File: src/rtl/pmd_pkg.sv
`timescale 1ns / 1ps

package pmd_pkg;

  // Default number of motor channels.
  localparam int CHANNELS_DEF = 2;

  // Field and datapath widths.
  localparam int MEAS_W     = 32;
  localparam int ERR_W      = 33;
  localparam int DIFF_W     = 34;
  localparam int ACC_W      = 17;
  localparam int OPM_W      = 34;
  localparam int GAIN_W     = 16;
  localparam int PROD_W     = OPM_W + GAIN_W;
  localparam int SUM_W      = 45;
  localparam int QUO_W      = 44;
  localparam int MAG_W      = 16;
  localparam int PCT_W      = 7;
  localparam int WL_W       = 17;
  localparam int CFG_IDX_W  = 3;
  localparam int CFG_DATA_W = 17;
  localparam int OUT_DATA_W = 24;

  // Divide-by-100 unit: radix 16, one digit per cycle.
  localparam int DIGIT_BITS = 4;
  localparam int DIV_DIGITS = 13;
  localparam int DIV_W      = DIGIT_BITS * DIV_DIGITS;
  localparam int DIV_CNT_W  = 4;
  localparam int REM_W      = 7;
  localparam logic [REM_W-1:0] DIVISOR = 7'd100;

  // Arithmetic constants.
  localparam logic signed [ERR_W-1:0] DEADBAND = 33'sd10;
  localparam logic [9:0]        POS_GAIN     = 10'd1000;
  localparam logic [SUM_W-1:0]  POS_SAT_IN   = 45'd66;
  localparam logic [MAG_W-1:0]  MAG_MAX      = 16'hFFFF;
  localparam logic [PCT_W-1:0]  PCT_MAX      = 7'd100;
  localparam logic [WL_W-1:0]   ACC_LIMIT    = 17'd65535;

  // Reset values of the configuration registers.
  localparam logic [GAIN_W-1:0] P_GAIN_RST  = 16'd1000;
  localparam logic [GAIN_W-1:0] I_GAIN_RST  = 16'd1;
  localparam logic [GAIN_W-1:0] D_GAIN_RST  = 16'd50;
  localparam logic [WL_W-1:0]   WINDUP_RST  = 17'd200;
  localparam logic [PCT_W-1:0]  MAX_PCT_RST = 7'd100;

  // Configuration register indexes.
  typedef enum logic [CFG_IDX_W-1:0] {
    REG_MODE    = 3'd0,
    REG_P_GAIN  = 3'd1,
    REG_I_GAIN  = 3'd2,
    REG_D_GAIN  = 3'd3,
    REG_WINDUP  = 3'd4,
    REG_MAX_PCT = 3'd5
  } cfg_reg_t;

  // Operand selection for the shared multiplier.
  typedef enum logic [1:0] {
    TERM_P,
    TERM_I,
    TERM_D,
    TERM_S
  } term_t;

  // Controller states.
  typedef enum logic [3:0] {
    ST_IDLE,
    ST_ACC,
    ST_MUL_P,
    ST_DIV_P,
    ST_MUL_I,
    ST_DIV_I,
    ST_MUL_D,
    ST_DIV_D,
    ST_SAT,
    ST_MUL_S,
    ST_DIV_S,
    ST_DONE
  } state_t;

  // Commands from the controller to the datapath.
  typedef struct packed {
    logic  load;
    logic  acc_upd;
    logic  zero_drive;
    logic  mul;
    term_t term;
    logic  accum;
    logic  sat;
    logic  scale_wr;
    logic  out_load;
  } dp_cmd_t;

  // Status from the datapath to the controller.
  typedef struct packed {
    logic mode;
    logic tgt_zero;
    logic div_done;
  } dp_sts_t;

endpackage

File: src/rtl/pid_motor_drive_top.sv
`timescale 1ns / 1ps

// Channel   Dir  Handshake              Payload
// in_       in   in_tvalid/in_tready    measured, target (tdata); channel (tuser)
// out_      out  out_tvalid/out_tready  pwm_value, backward (tdata); out_channel (tuser)
// cfg_      in   cfg_we                 cfg_idx selects the register, cfg_data the value
//
// The result is offered in the same cycle in which the block is ready again.
// Each word runs through the single multiplier and the radix-16 divide-by-100
// unit, used for the P, I and D terms and, in position mode, for the percent
// scaling; in speed mode a zero target skips them and sets a zero magnitude.
// rst_n is synchronous and clears the loop state of every channel and the
// configuration to its defaults. A stalled output word is held in the output
// register while the next word is accepted and computed; the controller waits
// in its final state until that register is free.

module pid_motor_drive_top
  import pmd_pkg::*;
#(
  parameter int CHANNELS = CHANNELS_DEF
) (
  input  logic                  clk,
  input  logic                  rst_n,
  // Configuration write port.
  input  logic                  cfg_we,
  input  logic [CFG_IDX_W-1:0]  cfg_idx,
  input  logic [CFG_DATA_W-1:0] cfg_data,
  // Input stream.
  input  logic                  in_tvalid,
  output logic                  in_tready,
  input  logic [2*MEAS_W-1:0]   in_tdata,   // measured [31:0], target [63:32]
  input  logic                  in_tuser,   // channel [0]
  // Result stream.
  output logic                  out_tvalid,
  input  logic                  out_tready,
  output logic [OUT_DATA_W-1:0] out_tdata,  // pwm_value [15:0], backward [16], zero [23:17]
  output logic                  out_tuser   // out_channel [0]
);

  dp_cmd_t          cmd;
  dp_sts_t          sts;
  logic [MAG_W-1:0] pwm_value;
  logic             backward;

  // Sequencer.
  pmd_ctrl u_ctrl (
    .clk        (clk),
    .rst_n      (rst_n),
    .in_tvalid  (in_tvalid),
    .in_tready  (in_tready),
    .out_tready (out_tready),
    .out_tvalid (out_tvalid),
    .sts        (sts),
    .cmd        (cmd)
  );

  // Arithmetic, loop state and output register.
  pmd_datapath #(
    .CHANNELS (CHANNELS)
  ) u_dp (
    .clk         (clk),
    .rst_n       (rst_n),
    .cfg_we      (cfg_we),
    .cfg_idx     (cfg_idx),
    .cfg_data    (cfg_data),
    .measured    (in_tdata[MEAS_W-1:0]),
    .target      (in_tdata[2*MEAS_W-1:MEAS_W]),
    .channel     (in_tuser),
    .cmd         (cmd),
    .sts         (sts),
    .pwm_value   (pwm_value),
    .backward    (backward),
    .out_channel (out_tuser)
  );

  assign out_tdata = {{(OUT_DATA_W-MAG_W-1){1'b0}}, backward, pwm_value};

endmodule

File: src/rtl/pmd_div100.sv
`timescale 1ns / 1ps

module pmd_div100
  import pmd_pkg::*;
(
  input  logic             clk,
  input  logic             rst_n,
  input  logic             load,
  input  logic [DIV_W-1:0] dividend,
  output logic             done,
  output logic [DIV_W-1:0] quotient
);

  logic [DIV_W-1:0]     dvd_r, dvd_nxt;
  logic [REM_W-1:0]     rem_r, rem_nxt;
  logic [DIV_CNT_W-1:0] cnt_r;

  // One radix-16 digit: four restoring compare-subtract steps on the remainder.
  // Quotient bits shift in at the bottom as dividend bits leave the top.
  always_comb begin
    logic [REM_W:0] trial;
    rem_nxt = rem_r;
    dvd_nxt = dvd_r;
    for (int k = 0; k < DIGIT_BITS; k++) begin
      trial   = {rem_nxt, dvd_nxt[DIV_W-1]};
      dvd_nxt = {dvd_nxt[DIV_W-2:0], 1'b0};
      if (trial >= {1'b0, DIVISOR}) begin
        rem_nxt    = REM_W'(trial - {1'b0, DIVISOR});
        dvd_nxt[0] = 1'b1;
      end else begin
        rem_nxt = trial[REM_W-1:0];
      end
    end
  end

  // Digit counter.
  always_ff @(posedge clk) begin
    if (!rst_n) begin
      cnt_r <= '0;
    end else if (load) begin
      cnt_r <= DIV_CNT_W'(DIV_DIGITS);
    end else if (cnt_r != '0) begin
      cnt_r <= cnt_r - 1'b1;
    end
  end

  // Dividend, quotient and remainder registers.
  always_ff @(posedge clk) begin
    if (load) begin
      dvd_r <= dividend;
      rem_r <= '0;
    end else if (cnt_r != '0) begin
      dvd_r <= dvd_nxt;
      rem_r <= rem_nxt;
    end
  end

  assign done     = (cnt_r == '0);
  assign quotient = dvd_r;

endmodule

File: src/rtl/pmd_datapath.sv
`timescale 1ns / 1ps

module pmd_datapath
  import pmd_pkg::*;
#(
  parameter int CHANNELS = CHANNELS_DEF
) (
  input  logic                  clk,
  input  logic                  rst_n,
  input  logic                  cfg_we,
  input  logic [CFG_IDX_W-1:0]  cfg_idx,
  input  logic [CFG_DATA_W-1:0] cfg_data,
  input  logic [MEAS_W-1:0]     measured,
  input  logic [MEAS_W-1:0]     target,
  input  logic                  channel,
  input  dp_cmd_t               cmd,
  output dp_sts_t               sts,
  output logic [MAG_W-1:0]      pwm_value,
  output logic                  backward,
  output logic                  out_channel
);

  localparam int CH_W = (CHANNELS > 1) ? $clog2(CHANNELS) : 1;
  localparam logic [CH_W-1:0] LAST_CH = CH_W'(CHANNELS - 1);

  // Configuration registers.
  logic              mode_r;
  logic [GAIN_W-1:0] p_gain_r, i_gain_r, d_gain_r;
  logic [WL_W-1:0]   windup_r;
  logic [PCT_W-1:0]  max_pct_r;

  // Per-channel loop state.
  logic signed [ACC_W-1:0] acc_mem_r  [CHANNELS];
  logic signed [ERR_W-1:0] prev_mem_r [CHANNELS];

  // Working registers for the current word.
  logic [CH_W-1:0]          ch_r;
  logic                     chin_r;
  logic                     tgt_zero_r;
  logic signed [ERR_W-1:0]  err_r;
  logic signed [ACC_W-1:0]  acc_r;
  logic signed [DIFF_W-1:0] diff_r;
  logic                     neg_r;
  logic signed [SUM_W-1:0]  sum_r;
  logic [MAG_W-1:0]         mag_r;
  logic                     back_r;

  // Output register.
  logic [MAG_W-1:0] pwm_r;
  logic             bk_out_r;
  logic             chan_out_r;

  logic [CH_W-1:0]          ch_in;
  logic signed [ERR_W-1:0]  err_raw, err_db;
  logic [WL_W-1:0]          lim;
  logic signed [DIFF_W-1:0] acc_sum, lim_s;
  logic signed [ACC_W-1:0]  acc_new;
  logic signed [DIFF_W-1:0] diff_new;
  logic [PCT_W-1:0]         pct;
  logic [OPM_W-1:0]         op_mag;
  logic                     op_neg;
  logic [GAIN_W-1:0]        op_gain;
  logic [PROD_W-1:0]        product;
  logic                     div_done;
  logic [DIV_W-1:0]         quotient;
  logic signed [SUM_W-1:0]  term_val;
  logic [SUM_W-1:0]         abs_sum;
  logic [MAG_W-1:0]         sat_mag;
  logic [16:0]              pos_mag;

  // Configuration writes; unknown indexes are ignored.
  always_ff @(posedge clk) begin
    if (!rst_n) begin
      mode_r    <= 1'b0;
      p_gain_r  <= P_GAIN_RST;
      i_gain_r  <= I_GAIN_RST;
      d_gain_r  <= D_GAIN_RST;
      windup_r  <= WINDUP_RST;
      max_pct_r <= MAX_PCT_RST;
    end else if (cfg_we) begin
      unique case (cfg_idx)
        REG_MODE:    mode_r    <= cfg_data[0];
        REG_P_GAIN:  p_gain_r  <= cfg_data[GAIN_W-1:0];
        REG_I_GAIN:  i_gain_r  <= cfg_data[GAIN_W-1:0];
        REG_D_GAIN:  d_gain_r  <= cfg_data[GAIN_W-1:0];
        REG_WINDUP:  windup_r  <= cfg_data[WL_W-1:0];
        REG_MAX_PCT: max_pct_r <= cfg_data[PCT_W-1:0];
        default: begin
        end
      endcase
    end
  end

  // Channel select, error and deadband.
  always_comb begin
    if (32'(channel) < CHANNELS) begin
      ch_in = CH_W'(channel);
    end else begin
      ch_in = LAST_CH;
    end
    err_raw = $signed({target[MEAS_W-1], target}) - $signed({measured[MEAS_W-1], measured});
    err_db  = err_raw;
    if (!mode_r && (err_raw > -DEADBAND) && (err_raw < DEADBAND)) begin
      err_db = '0;
    end
  end

  // Integral update with the combined clamp, and the error difference.
  always_comb begin
    lim     = (windup_r > ACC_LIMIT) ? ACC_LIMIT : windup_r;
    lim_s   = $signed({{(DIFF_W-WL_W){1'b0}}, lim});
    acc_sum = $signed({{(DIFF_W-ACC_W){acc_mem_r[ch_r][ACC_W-1]}}, acc_mem_r[ch_r]})
            + $signed({err_r[ERR_W-1], err_r});
    if (acc_sum > lim_s) begin
      acc_new = $signed(lim);
    end else if (acc_sum < -lim_s) begin
      acc_new = -$signed(lim);
    end else begin
      acc_new = acc_sum[ACC_W-1:0];
    end
    diff_new = $signed({err_r[ERR_W-1], err_r})
             - $signed({prev_mem_r[ch_r][ERR_W-1], prev_mem_r[ch_r]});
  end

  // Shared multiplier on magnitudes; the sign travels separately.
  always_comb begin
    logic signed [DIFF_W-1:0] e_ext, a_ext;
    e_ext = $signed({err_r[ERR_W-1], err_r});
    a_ext = $signed({{(DIFF_W-ACC_W){acc_r[ACC_W-1]}}, acc_r});
    pct   = (max_pct_r > PCT_MAX) ? PCT_MAX : max_pct_r;
    unique case (cmd.term)
      TERM_P: begin
        op_neg  = err_r[ERR_W-1];
        op_mag  = op_neg ? OPM_W'(-e_ext) : OPM_W'(e_ext);
        op_gain = p_gain_r;
      end
      TERM_I: begin
        op_neg  = acc_r[ACC_W-1];
        op_mag  = op_neg ? OPM_W'(-a_ext) : OPM_W'(a_ext);
        op_gain = i_gain_r;
      end
      TERM_D: begin
        op_neg  = diff_r[DIFF_W-1];
        op_mag  = op_neg ? OPM_W'(-diff_r) : OPM_W'(diff_r);
        op_gain = d_gain_r;
      end
      TERM_S: begin
        op_neg  = 1'b0;
        op_mag  = OPM_W'(mag_r);
        op_gain = GAIN_W'(pct);
      end
      default: begin
        op_neg  = 1'b0;
        op_mag  = '0;
        op_gain = '0;
      end
    endcase
    product = op_mag * op_gain;
  end

  // The divider's dividend register is the register after the multiplier.
  pmd_div100 u_div (
    .clk      (clk),
    .rst_n    (rst_n),
    .load     (cmd.mul),
    .dividend (DIV_W'(product)),
    .done     (div_done),
    .quotient (quotient)
  );

  // Signed quotient, and saturation of the PID sum.
  always_comb begin
    term_val = $signed({1'b0, quotient[QUO_W-1:0]});
    if (neg_r) begin
      term_val = -term_val;
    end
    abs_sum = sum_r[SUM_W-1] ? SUM_W'(-sum_r) : SUM_W'(sum_r);
    pos_mag = 17'(abs_sum[6:0] * POS_GAIN);
    if (!mode_r) begin
      // Times 1000 overflows the magnitude once the sum reaches 66.
      sat_mag = (abs_sum >= POS_SAT_IN) ? MAG_MAX : pos_mag[MAG_W-1:0];
    end else begin
      sat_mag = (abs_sum > SUM_W'(MAG_MAX)) ? MAG_MAX : abs_sum[MAG_W-1:0];
    end
  end

  // Per-channel state, cleared by reset.
  always_ff @(posedge clk) begin
    if (!rst_n) begin
      for (int k = 0; k < CHANNELS; k++) begin
        acc_mem_r[k]  <= '0;
        prev_mem_r[k] <= '0;
      end
    end else if (cmd.acc_upd) begin
      acc_mem_r[ch_r]  <= acc_new;
      prev_mem_r[ch_r] <= err_r;
    end
  end

  // Working registers.
  always_ff @(posedge clk) begin
    if (cmd.load) begin
      ch_r       <= ch_in;
      chin_r     <= channel;
      tgt_zero_r <= (target == '0);
      err_r      <= err_db;
      sum_r      <= '0;
    end
    if (cmd.acc_upd) begin
      acc_r  <= acc_new;
      diff_r <= diff_new;
    end
    if (cmd.mul) begin
      neg_r <= op_neg;
    end
    if (cmd.accum) begin
      sum_r <= sum_r + term_val;
    end
    if (cmd.sat) begin
      mag_r  <= sat_mag;
      back_r <= sum_r[SUM_W-1];
    end
    if (cmd.zero_drive) begin
      mag_r  <= '0;
      back_r <= 1'b0;
    end
    if (cmd.scale_wr) begin
      mag_r <= quotient[MAG_W-1:0];
    end
  end

  // Output register, low-active magnitude.
  always_ff @(posedge clk) begin
    if (cmd.out_load) begin
      pwm_r      <= MAG_MAX - mag_r;
      bk_out_r   <= back_r;
      chan_out_r <= chin_r;
    end
  end

  assign sts.mode     = mode_r;
  assign sts.tgt_zero = tgt_zero_r;
  assign sts.div_done = div_done;

  assign pwm_value   = pwm_r;
  assign backward    = bk_out_r;
  assign out_channel = chan_out_r;

endmodule

File: src/rtl/pmd_ctrl.sv
`timescale 1ns / 1ps

module pmd_ctrl
  import pmd_pkg::*;
(
  input  logic    clk,
  input  logic    rst_n,
  input  logic    in_tvalid,
  output logic    in_tready,
  input  logic    out_tready,
  output logic    out_tvalid,
  input  dp_sts_t sts,
  output dp_cmd_t cmd
);

  state_t state_r, state_nxt;
  logic   out_valid_r, out_valid_nxt;
  logic   accept;

  assign in_tready  = (state_r == ST_IDLE);
  assign accept     = in_tvalid && in_tready;
  assign out_tvalid = out_valid_r;

  // State and output-valid registers.
  always_ff @(posedge clk) begin
    if (!rst_n) begin
      state_r     <= ST_IDLE;
      out_valid_r <= 1'b0;
    end else begin
      state_r     <= state_nxt;
      out_valid_r <= out_valid_nxt;
    end
  end

  // Next state and datapath commands.
  always_comb begin
    state_nxt = state_r;
    cmd       = '0;
    cmd.term  = TERM_P;
    unique case (state_r)
      ST_IDLE: begin
        if (accept) begin
          cmd.load  = 1'b1;
          state_nxt = ST_ACC;
        end
      end
      ST_ACC: begin
        if (sts.mode && sts.tgt_zero) begin
          cmd.zero_drive = 1'b1;
          state_nxt      = ST_DONE;
        end else begin
          cmd.acc_upd = 1'b1;
          state_nxt   = ST_MUL_P;
        end
      end
      ST_MUL_P: begin
        cmd.mul   = 1'b1;
        cmd.term  = TERM_P;
        state_nxt = ST_DIV_P;
      end
      ST_DIV_P: begin
        if (sts.div_done) begin
          cmd.accum = 1'b1;
          state_nxt = ST_MUL_I;
        end
      end
      ST_MUL_I: begin
        cmd.mul   = 1'b1;
        cmd.term  = TERM_I;
        state_nxt = ST_DIV_I;
      end
      ST_DIV_I: begin
        if (sts.div_done) begin
          cmd.accum = 1'b1;
          state_nxt = ST_MUL_D;
        end
      end
      ST_MUL_D: begin
        cmd.mul   = 1'b1;
        cmd.term  = TERM_D;
        state_nxt = ST_DIV_D;
      end
      ST_DIV_D: begin
        if (sts.div_done) begin
          cmd.accum = 1'b1;
          state_nxt = ST_SAT;
        end
      end
      ST_SAT: begin
        cmd.sat   = 1'b1;
        state_nxt = sts.mode ? ST_DONE : ST_MUL_S;
      end
      ST_MUL_S: begin
        cmd.mul   = 1'b1;
        cmd.term  = TERM_S;
        state_nxt = ST_DIV_S;
      end
      ST_DIV_S: begin
        if (sts.div_done) begin
          cmd.scale_wr = 1'b1;
          state_nxt    = ST_DONE;
        end
      end
      ST_DONE: begin
        if (!out_valid_r || out_tready) begin
          cmd.out_load = 1'b1;
          state_nxt    = ST_IDLE;
        end
      end
      default: begin
        state_nxt = ST_IDLE;
      end
    endcase
  end

  // The output word stays until taken, unless a new one replaces it.
  always_comb begin
    if (cmd.out_load) begin
      out_valid_nxt = 1'b1;
    end else if (out_tready) begin
      out_valid_nxt = 1'b0;
    end else begin
      out_valid_nxt = out_valid_r;
    end
  end

  // A result never overwrites a word that is still waiting.
  a_no_overwrite: assert property (@(posedge clk) disable iff (!rst_n)
    cmd.out_load |-> (!out_valid_r || out_tready))
    else $error("result loaded over a waiting output word");

  // A loaded result is offered in the next cycle.
  a_load_shows: assert property (@(posedge clk) disable iff (!rst_n)
    cmd.out_load |=> out_valid_r)
    else $error("loaded result not presented");

  // The divider is busy right after it was loaded.
  a_div_busy: assert property (@(posedge clk) disable iff (!rst_n)
    cmd.mul |=> !sts.div_done)
    else $error("divider reports done right after load");

  // An accepted word always moves the controller into the integral state ST_ACC.
  a_accept_acc: assert property (@(posedge clk) disable iff (!rst_n)
    accept |=> (state_r == ST_ACC))
    else $error("accepted word did not start processing");

endmodule

File: config.mk
export PLATFORM = sky130hd
export DESIGN_NAME = pid_motor_drive_top
export DESIGN_NICKNAME = d
export VERILOG_FILES = /design/src/rtl/pmd_pkg.sv /design/src/rtl/pid_motor_drive_top.sv /design/src/rtl/pmd_div100.sv /design/src/rtl/pmd_datapath.sv /design/src/rtl/pmd_ctrl.sv
export SDC_FILE = /design/constraint.sdc
export NUM_CORES = 2
export LEC_CHECK = 0
export BUFFER_PORTS_ARGS = -buffer_cell sky130_fd_sc_hd__clkbuf_2
export CAP_MARGIN = 20
export CORE_MARGIN = 3
export CORE_UTILIZATION = 35
export CTS_CLUSTER_SIZE = 40
export DETAILED_ROUTE_END_ITERATION = 8
export SLEW_MARGIN = 10
export SYNTH_ARGS = -nofsm -noshare
export SYNTH_HDL_FRONTEND = slang
export SYNTH_SLANG_ARGS = --single-unit
File: constraint.sdc
create_clock -name clk -period 10.85 [get_ports clk]
set_input_delay 0 -clock clk [delete_from_list [all_inputs] [get_ports clk]]
set_output_delay 0 -clock clk [all_outputs]
set_load 0.05 [all_outputs]
=== After elaboration in Yosys (flattened, before gate mapping) ===
Memory sizes are Yosys's and may differ from the RTL's. A register that Yosys moved wholly into a read port is not among the register bits.
Cells that the tools add are included.

* Mux-type cells: 67
* $add $sub $neg: 17
* Order comparisons: 12
* Multipliers: 2
* Bitwise logic cells: 1
* Reduce and logical (&&, ||, !) cells: 28
* Equal/unequal tests: 25

{| class="wikitable"
|+ Operators with widths
! kind !! count
|-
| $mux 45 || 4
|-
| $pmux 34 s4 || 1
|-
| $mux 34 || 3
|-
| $mux 50 || 2
|-
| $mux 16 || 6
|-
| $mux 17 || 4
|-
| $neg 17->34 || 2
|-
| $pmux 16 s4 || 1
|-
| $mul 34x16->50 || 1
|-
| $pmux 4 s12 || 1
|-
| $add 45x45->45 || 1
|-
| $ge 45x7->1 const B || 1
|-
| $gt 45x16->1 const B || 1
|-
| $neg 44->45 || 1
|-
| $neg 45->45 || 1
|-
| $mux 4 || 9
|-
| $mux 7 || 5
|-
| $add 17x33->34 || 1
|-
| $gt 34x18->1 || 1
|-
| $lt 34x34->1 || 1
|-
| $neg 33->34 || 1
|-
| $neg 34->34 || 1
|-
| $sub 33x33->34 || 1
|-
| $gt 33x5->1 const B || 1
|-
| 43 further kinds || 101
|}

* Register bits: 308
* Input bits: 90
* Memories kept: 2
* Logic and storage cells: 179
* Bits in writable memories: 100
* Output and inout port bits: 27

{| class="wikitable"
|+ Memories
! name !! depth !! width !! read ports !! clocked after memory_dff !! write ports !! RTL line !! text
|-
| u_dp.prev_mem_r || 2 || 33 || 1 || 1 || 2 || pmd_datapath.sv:34 || <nowiki>logic signed [ERR_W-1:0] prev_mem_r [CHANNELS];</nowiki>
|-
| u_dp.acc_mem_r || 2 || 17 || 1 || 1 || 2 || pmd_datapath.sv:33 || <nowiki>logic signed [ACC_W-1:0] acc_mem_r [CHANNELS];</nowiki>
|}

=== Depth between registers and ports, before layout ===
* Depth after elaboration: 10
* Depth in mapped cells: 36
* Gate-level depth less buffers: 35

=== Modules after synthesis ===
From an unflattened synthesis, not the netlist that was laid out.

* Cells, all modules: 5717
* Area total of the unflattened synthesis: 50504.7 µm²

{| class="wikitable"
|+ Modules (own cells, without submodules)
! module !! times used !! cells an instance !! area an instance (µm²) !! sequential area each (µm²)
|-
| pmd_datapath || 1 || 5335 || 46208.1 || 9489.1
|-
| pmd_div100 || 1 || 307 || 3734.8 || 1781.7
|-
| pmd_ctrl || 1 || 66 || 498.0 || 100.1
|-
| pid_motor_drive_top || 1 || 9 || 63.8 || 0.0
|}

=== Worst setup path before layout ===
OpenSTA, ideal clock, no wires.

* Path kind: reg2reg
* Start: register u_dp.err_r[1]
* End: register u_dp.u_div.dvd_r[47] (netlist: u_dp.u_div.quotient[47]) (data pin)
* Arrival: 8491 ps
* Path slack: 2088 ps
* Cell stages (with the launch flop): 36
* Library setup time: 271 ps
* Buffers on the path: 1
* Required time: 10579 ps
* Clock period less this slack: 8762 ps
* Path through: edfxtp_1 -> inv_1 -> nand2_1 -> or4_1 -> or2_2 -> nand2b_1 -> or3_1 -> o31a_1 -> a21oi_1 -> xor2_1 -> o22ai_1 -> clkbuf_1 -> nand2_1 -> fa_1 -> inv_1 -> fa_1 -> inv_1 -> fa_1 -> inv_1 -> fa_1 -> fa_1 -> inv_1 -> fa_1 -> inv_1 -> ha_1 -> a21o_1 -> a21o_1 -> a21oi_1 -> o21a_1 -> nand3_1 -> o21ai_0 -> o211a_1 -> nand2b_1 -> o31a_1 -> xnor2_1 -> a21oi_1

* Cells in the longest elaborated chain, start to end: 5

{| class="wikitable"
|+ RTL lines
! what !! RTL line !! text
|-
| from (decl) || pmd_datapath.sv:40 || <nowiki>logic signed [ERR_W-1:0] err_r;</nowiki>
|-
| from (signal assigned) || pmd_datapath.sv:206 || <nowiki>err_r <= err_db;</nowiki>
|-
| $neg 33->34 || pmd_datapath.sv:134 || <nowiki>op_mag = op_neg ? OPM_W'(-e_ext) : OPM_W'(e_ext);</nowiki>
|-
| $mux 34 (*) || pmd_datapath.sv:134 ||
|-
| $pmux 34 s4 (*) || pmd_datapath.sv:131 || <nowiki>unique case (cmd.term)</nowiki>
|-
| $mul 34x16->50 (*) || pmd_datapath.sv:158 || <nowiki>product = op_mag * op_gain;</nowiki>
|-
| $mux 50 (*) || pmd_div100.sv:49 || <nowiki>if (load) begin</nowiki>
|-
| to (signal assigned) || pmd_div100.sv:50 || <nowiki>dvd_r <= dividend;</nowiki>
|-
| to (signal assigned) || pmd_div100.sv:53 || <nowiki>dvd_r <= dvd_nxt;</nowiki>
|-
| to (decl) || pmd_div100.sv:14 || <nowiki>logic [DIV_W-1:0] dvd_r, dvd_nxt;</nowiki>
|}

Mark *: on every way between the ends. The rest lies on a longest branch, timed or not.
A chain may end at the register's enable or synchronous reset.

=== Worst setup path in the final report ===
Same ends and word-level chain as after synthesis.

==> impl_metrics.py <==
metrics = {
    "outcome": {
        "outcome": "complete, no violations",
    },
    "sta": {
        "setup_slack_ns": 1.070,
        "period_share_pct": 90.14,
        "setup_viol": 0,
        "slew_violations": 0,
        "hold_viol": 0,
        "fin_skew_ns": 0.05937,
        "rsz0062_at_grt": "false",
        "fmax_mhz": 102.2,
        "tns_ns": 0,
        "finalCriticalPeriod_ns": 9.780,
        "worst_pin_slew_ns": 1.172,
        "relSlewSlack_pct": 21.33,
    },
    "floorplan": {
        "die_area_sq_mm": 0.1445,
        "io_pins": 117,
        "core_area_sq_mm": 0.1382,
        "num_rows": 136,
        "die_w_um": 380.1,
        "die-height_um": 380.1,
        "initial_core_util_pct": 35.45,
    },
    "hold_path": {
        "hold_depth": 4,
        "hp-class": "in -> reg",
    },
    "setup_path": {
        "path_common_cell": "fa_1",
        "cp.arrival_ns": 10.09,
        "rrSetupSlack_ns": 1.07,
        "slowest_delay_ns": 0.58,
        "reg2reg_to": "u_dp.u_div.quotient[47]$_DFFE_PP_",
        "startpoint": "u_dp.err_r[1]$_SDFFCE_PP0P_",
        "cp_max_fo": 16,
        "cp.depth": 31,
        "path_class": "reg -> reg",
        "r2r-start": "u_dp.err_r[1]$_SDFFCE_PP0P_",
        "cp.buffers_inverters": 5,
        "crit_path_start_kind": "flip-flop",
        "required_ns": 11.16,
        "r2r_cells": 31,
        "end_kind": "flip-flop",
        "cp_top_family": "adder cells",
        "endpoint": "u_dp.u_div.quotient[47]$_DFFE_PP_",
        "cp_slowest_cell": "fa_1",
    },
    "grt": {
        "grt_remaining_overflow": 0,
        "grt.total_usage_pct": 19.35,
        "grt_pass1_vias": 39820,
        "grt_pass1_wl_mm": 225.1,
        "grt_start_max_net_pins": 86,
        "antenna_found_initial": 4,
    },
    "placed_design": {
        "dp_slack_ns": 1.111,
        "hpwl_mm": 112.5,
        "io_buffers": 109,
        "routabilityCongestion": 0.8933,
    },
    "clock_tree": {
        "worstSkewPairLatency_ns": 0.64,
        "cts_resized": 0,
        "path_clk_slew_ns": 0.06,
        "clk_path_buf_depth": 3,
        "tritoncts": "built",
        "h-tree-depth": 2,
        "cts_sinks": 409,
        "cts_root_buf": "clkbuf_16",
        "cts_made_buffers": 48,
    },
    "drt": {
        "wl_per_cell_um": 18.91,
        "drtPass1Iterations": 6,
        "num_vias": 40040,
        "wl_mm": 143.1,
        "drt_iter0_drc": 3041,
        "drcViolationCount": 0,
        "ant_nets": 0,
        "drt-vias-per-instance": 5.292,
    },
    "synth": {
        "ys_async_sr_fraction_pct": 0,
        "synth_edf_count": 316,
        "ys_seq_area_share_pct": 23.17,
        "avgSynthCellArea_sq_um": 8.745,
        "ys_ff_latch": 409,
        "synthFlopType": "edfxtp_1",
        "ys_warn_count": 0,
        "yosysUniqueCellTypes": 114,
        "synth_area_sq_mm": 0.04898,
        "syn_inst": 5601,
    },
    "layout": {
        "antenna_cells": 0,
        "area.growth.synth_to_final_pct": 9.834,
        "fin_nets": 6583,
        "fillers": 14050,
        "drive_gt1_share_pct": 7.155,
    },
    "job": {
        "drv_cap": 0,
    },
}
==> state kept, by name (all words and copies together), names as in the netlist, 4 cells and up, named ones only <==
name and flops:
u_ctrl.state_r 4, u_dp.p_gain_r 16, u_dp.err_r 33, u_dp.diff_r 34
u_dp.u_div.quotient 52, u_dp.pwm_value 16, u_dp.max_pct_r 7, u_dp.windup_r 17
u_dp.i_gain_r 16, u_dp.u_div.rem_r 7, u_dp.d_gain_r 16, u_dp.u_div.cnt_r 4
u_dp.acc_r 17, u_dp.acc_mem_r 34, u_dp.prev_mem_r 66, u_dp.mag_r 16
u_dp.sum_r 45
==> cell usage in the layout (no fill, tap or decap), types with 31 or more instances in the layout <==
| cell type | count |
|---|---|
| nor3_1 | 91 |
| and2_1 | 159 |
| or3_1 | 51 |
| nor2_1 | 469 |
| and3_1 | 41 |
| fa_1 | 468 |
| o21ai_0 | 185 |
| dfxtp_1 | 92 |
| edfxtp_1 | 316 |
| a21o_1 | 94 |
| a211oi_1 | 32 |
| ha_1 | 363 |
| o22ai_1 | 31 |
| o31ai_1 | 53 |
| clkbuf_16 | 48 |
| mux2i_1 | 54 |
| nor2b_1 | 55 |
| clkbuf_2 | 109 |
| nand3_1 | 86 |
| nor4_1 | 45 |
| o21a_1 | 53 |
| a21boi_0 | 67 |
| buf_4 | 79 |
| a21oi_1 | 252 |
| dlygate4sd3_1 | 37 |
| nand4_1 | 51 |
| or2_2 | 32 |
| xor2_1 | 128 |
| nand2b_1 | 49 |
| xnor2_1 | 184 |
| inv_1 | 671 |
| nand2_1 | 765 |
==> area by class of cell <==
type                            instances  area, sq um  share of cell area [%]
Clock buffer                           57         1255                   2.333
Clock inverter                         33        475.5                  0.8837
Inverter                              674         2530                   4.702
Multi-Input combinational cell       4301        34310                   63.77
Sequential cell                       409        11350                   21.10
Tap cell                             1863         2331                   4.333
Timing Repair Buffer                  228         1549                   2.879
==> cells by family (layout without fill, tap and decap cells) <==
logic type | count (synthesis) | in the layout | synth area share [%]
compound gates | 1078 | 1078 | 14.93
simple gates | 1982 | 1982 | 18.91
xor+xnor | 312 | 312 | 5.579
fa+ha+maj | 831 | 831 | 28.40
mux | 89 | 89 | 1.967
flops | 409 | 409 | 23.17
buf+inv | 898 | 992 | 7.027
other cells | 2 | 9 | 0.01533
==> worst register-to-register path: cells and delay by family, from the launching register on <==
family	cells	cell delay [ns]
AOI/OAI and AO/OA	10	2.97
xor gates and xnor gates	2	0.34
adders and majority gates	7	3.34
buffers and inverters	5	0.41
DFF	1	0.47
and+or+nand+nor	7	1.93
==> synthesized netlist by cell type (all sizes together), types with 9 or more instances <==
cell type	instances	area share, %
a21boi	69	1.1
a21oi	256	2.7
clkbuf	193	1.5
nand4	51	0.65
edfxtp	316	19
o211ai	24	0.39
a221oi	10	0.19
a31o	11	0.20
ha	363	9.3
a2111oi	16	0.38
a211oi	35	0.58
dfxtp	93	3.8
mux2	34	0.84
o21ai	210	2.2
and3	41	0.52
and2	160	2.0
nor2b	55	0.70
mux2i	55	1.1
nor3	96	1.0
a211o	10	0.18
nor4	48	0.70
o22a	15	0.27
or3	52	0.67
o21bai	30	0.46
xor2	128	2.3
xnor2	184	3.3
or2	39	0.50
nand2	769	5.9
a21o	94	1.4
or4	30	0.47
nor2	472	3.6
nand3	88	0.92
nand2b	49	0.63
fa	468	19
o22ai	32	0.42
a31oi	28	0.36
buf	31	0.38
inv	673	5.2
o31ai	54	0.84
o41ai	24	0.48
a311oi	9	0.16
o21a	53	0.81
a22oi	21	0.32
o221ai	10	0.23
==> worst min-delay path by stage <==
| stage | startpoint | to |
|---|---|---|
| after floorplan | in_tuser | u_dp.ch_r$_DFFE_PP_ |
| after global placement | cfg_data[16] | u_dp.windup_r[16]$_SDFFE_PN0P_ |
| after detailed placement | in_tuser | u_dp.ch_r$_DFFE_PP_ |
| after CTS | in_tdata[53] | u_dp.err_r[21]$_SDFFCE_PP0P_ |
| after global routing | in_tdata[40] | u_dp.err_r[8]$_SDFFCE_PP0P_ |
| final | in_tdata[53] | u_dp.err_r[21]$_SDFFCE_PP0P_ |
==> metal layers <==
layer  up-vias  GRT usage, %  wire (um)
met5         -             0         31
met1     19510         25.52      62690
li1      19120             -          -
met2      1174         32.77      67420
met4         6         5.402       4001
met3       231         3.129       8927
==> stage by stage <==
step           area [sq um]  utilization, %  hold slack (ns)  cells
2_1_floorplan         49010               -          0.09887   5608
5_1_grt               53800           38.94          0.07800   7565
4_1_cts               53780           38.92          0.02554   7563
3_3_place_gp          51660           37.39           0.2601   7435
6_report              53800           38.94          0.05747   7565
3_5_place_dp          51680           37.40           0.2677   7436
==> what timing repair did <==
action | 4_1_cts | 5_1_grt
setup buffers | 0 | 0
endpoints found under the hold margin | 80 | 0
hold buffers | 37 | 0
Power is not shown: default switching activity piles up to over one toggle a cycle in this logic, so the estimate is an artifact.
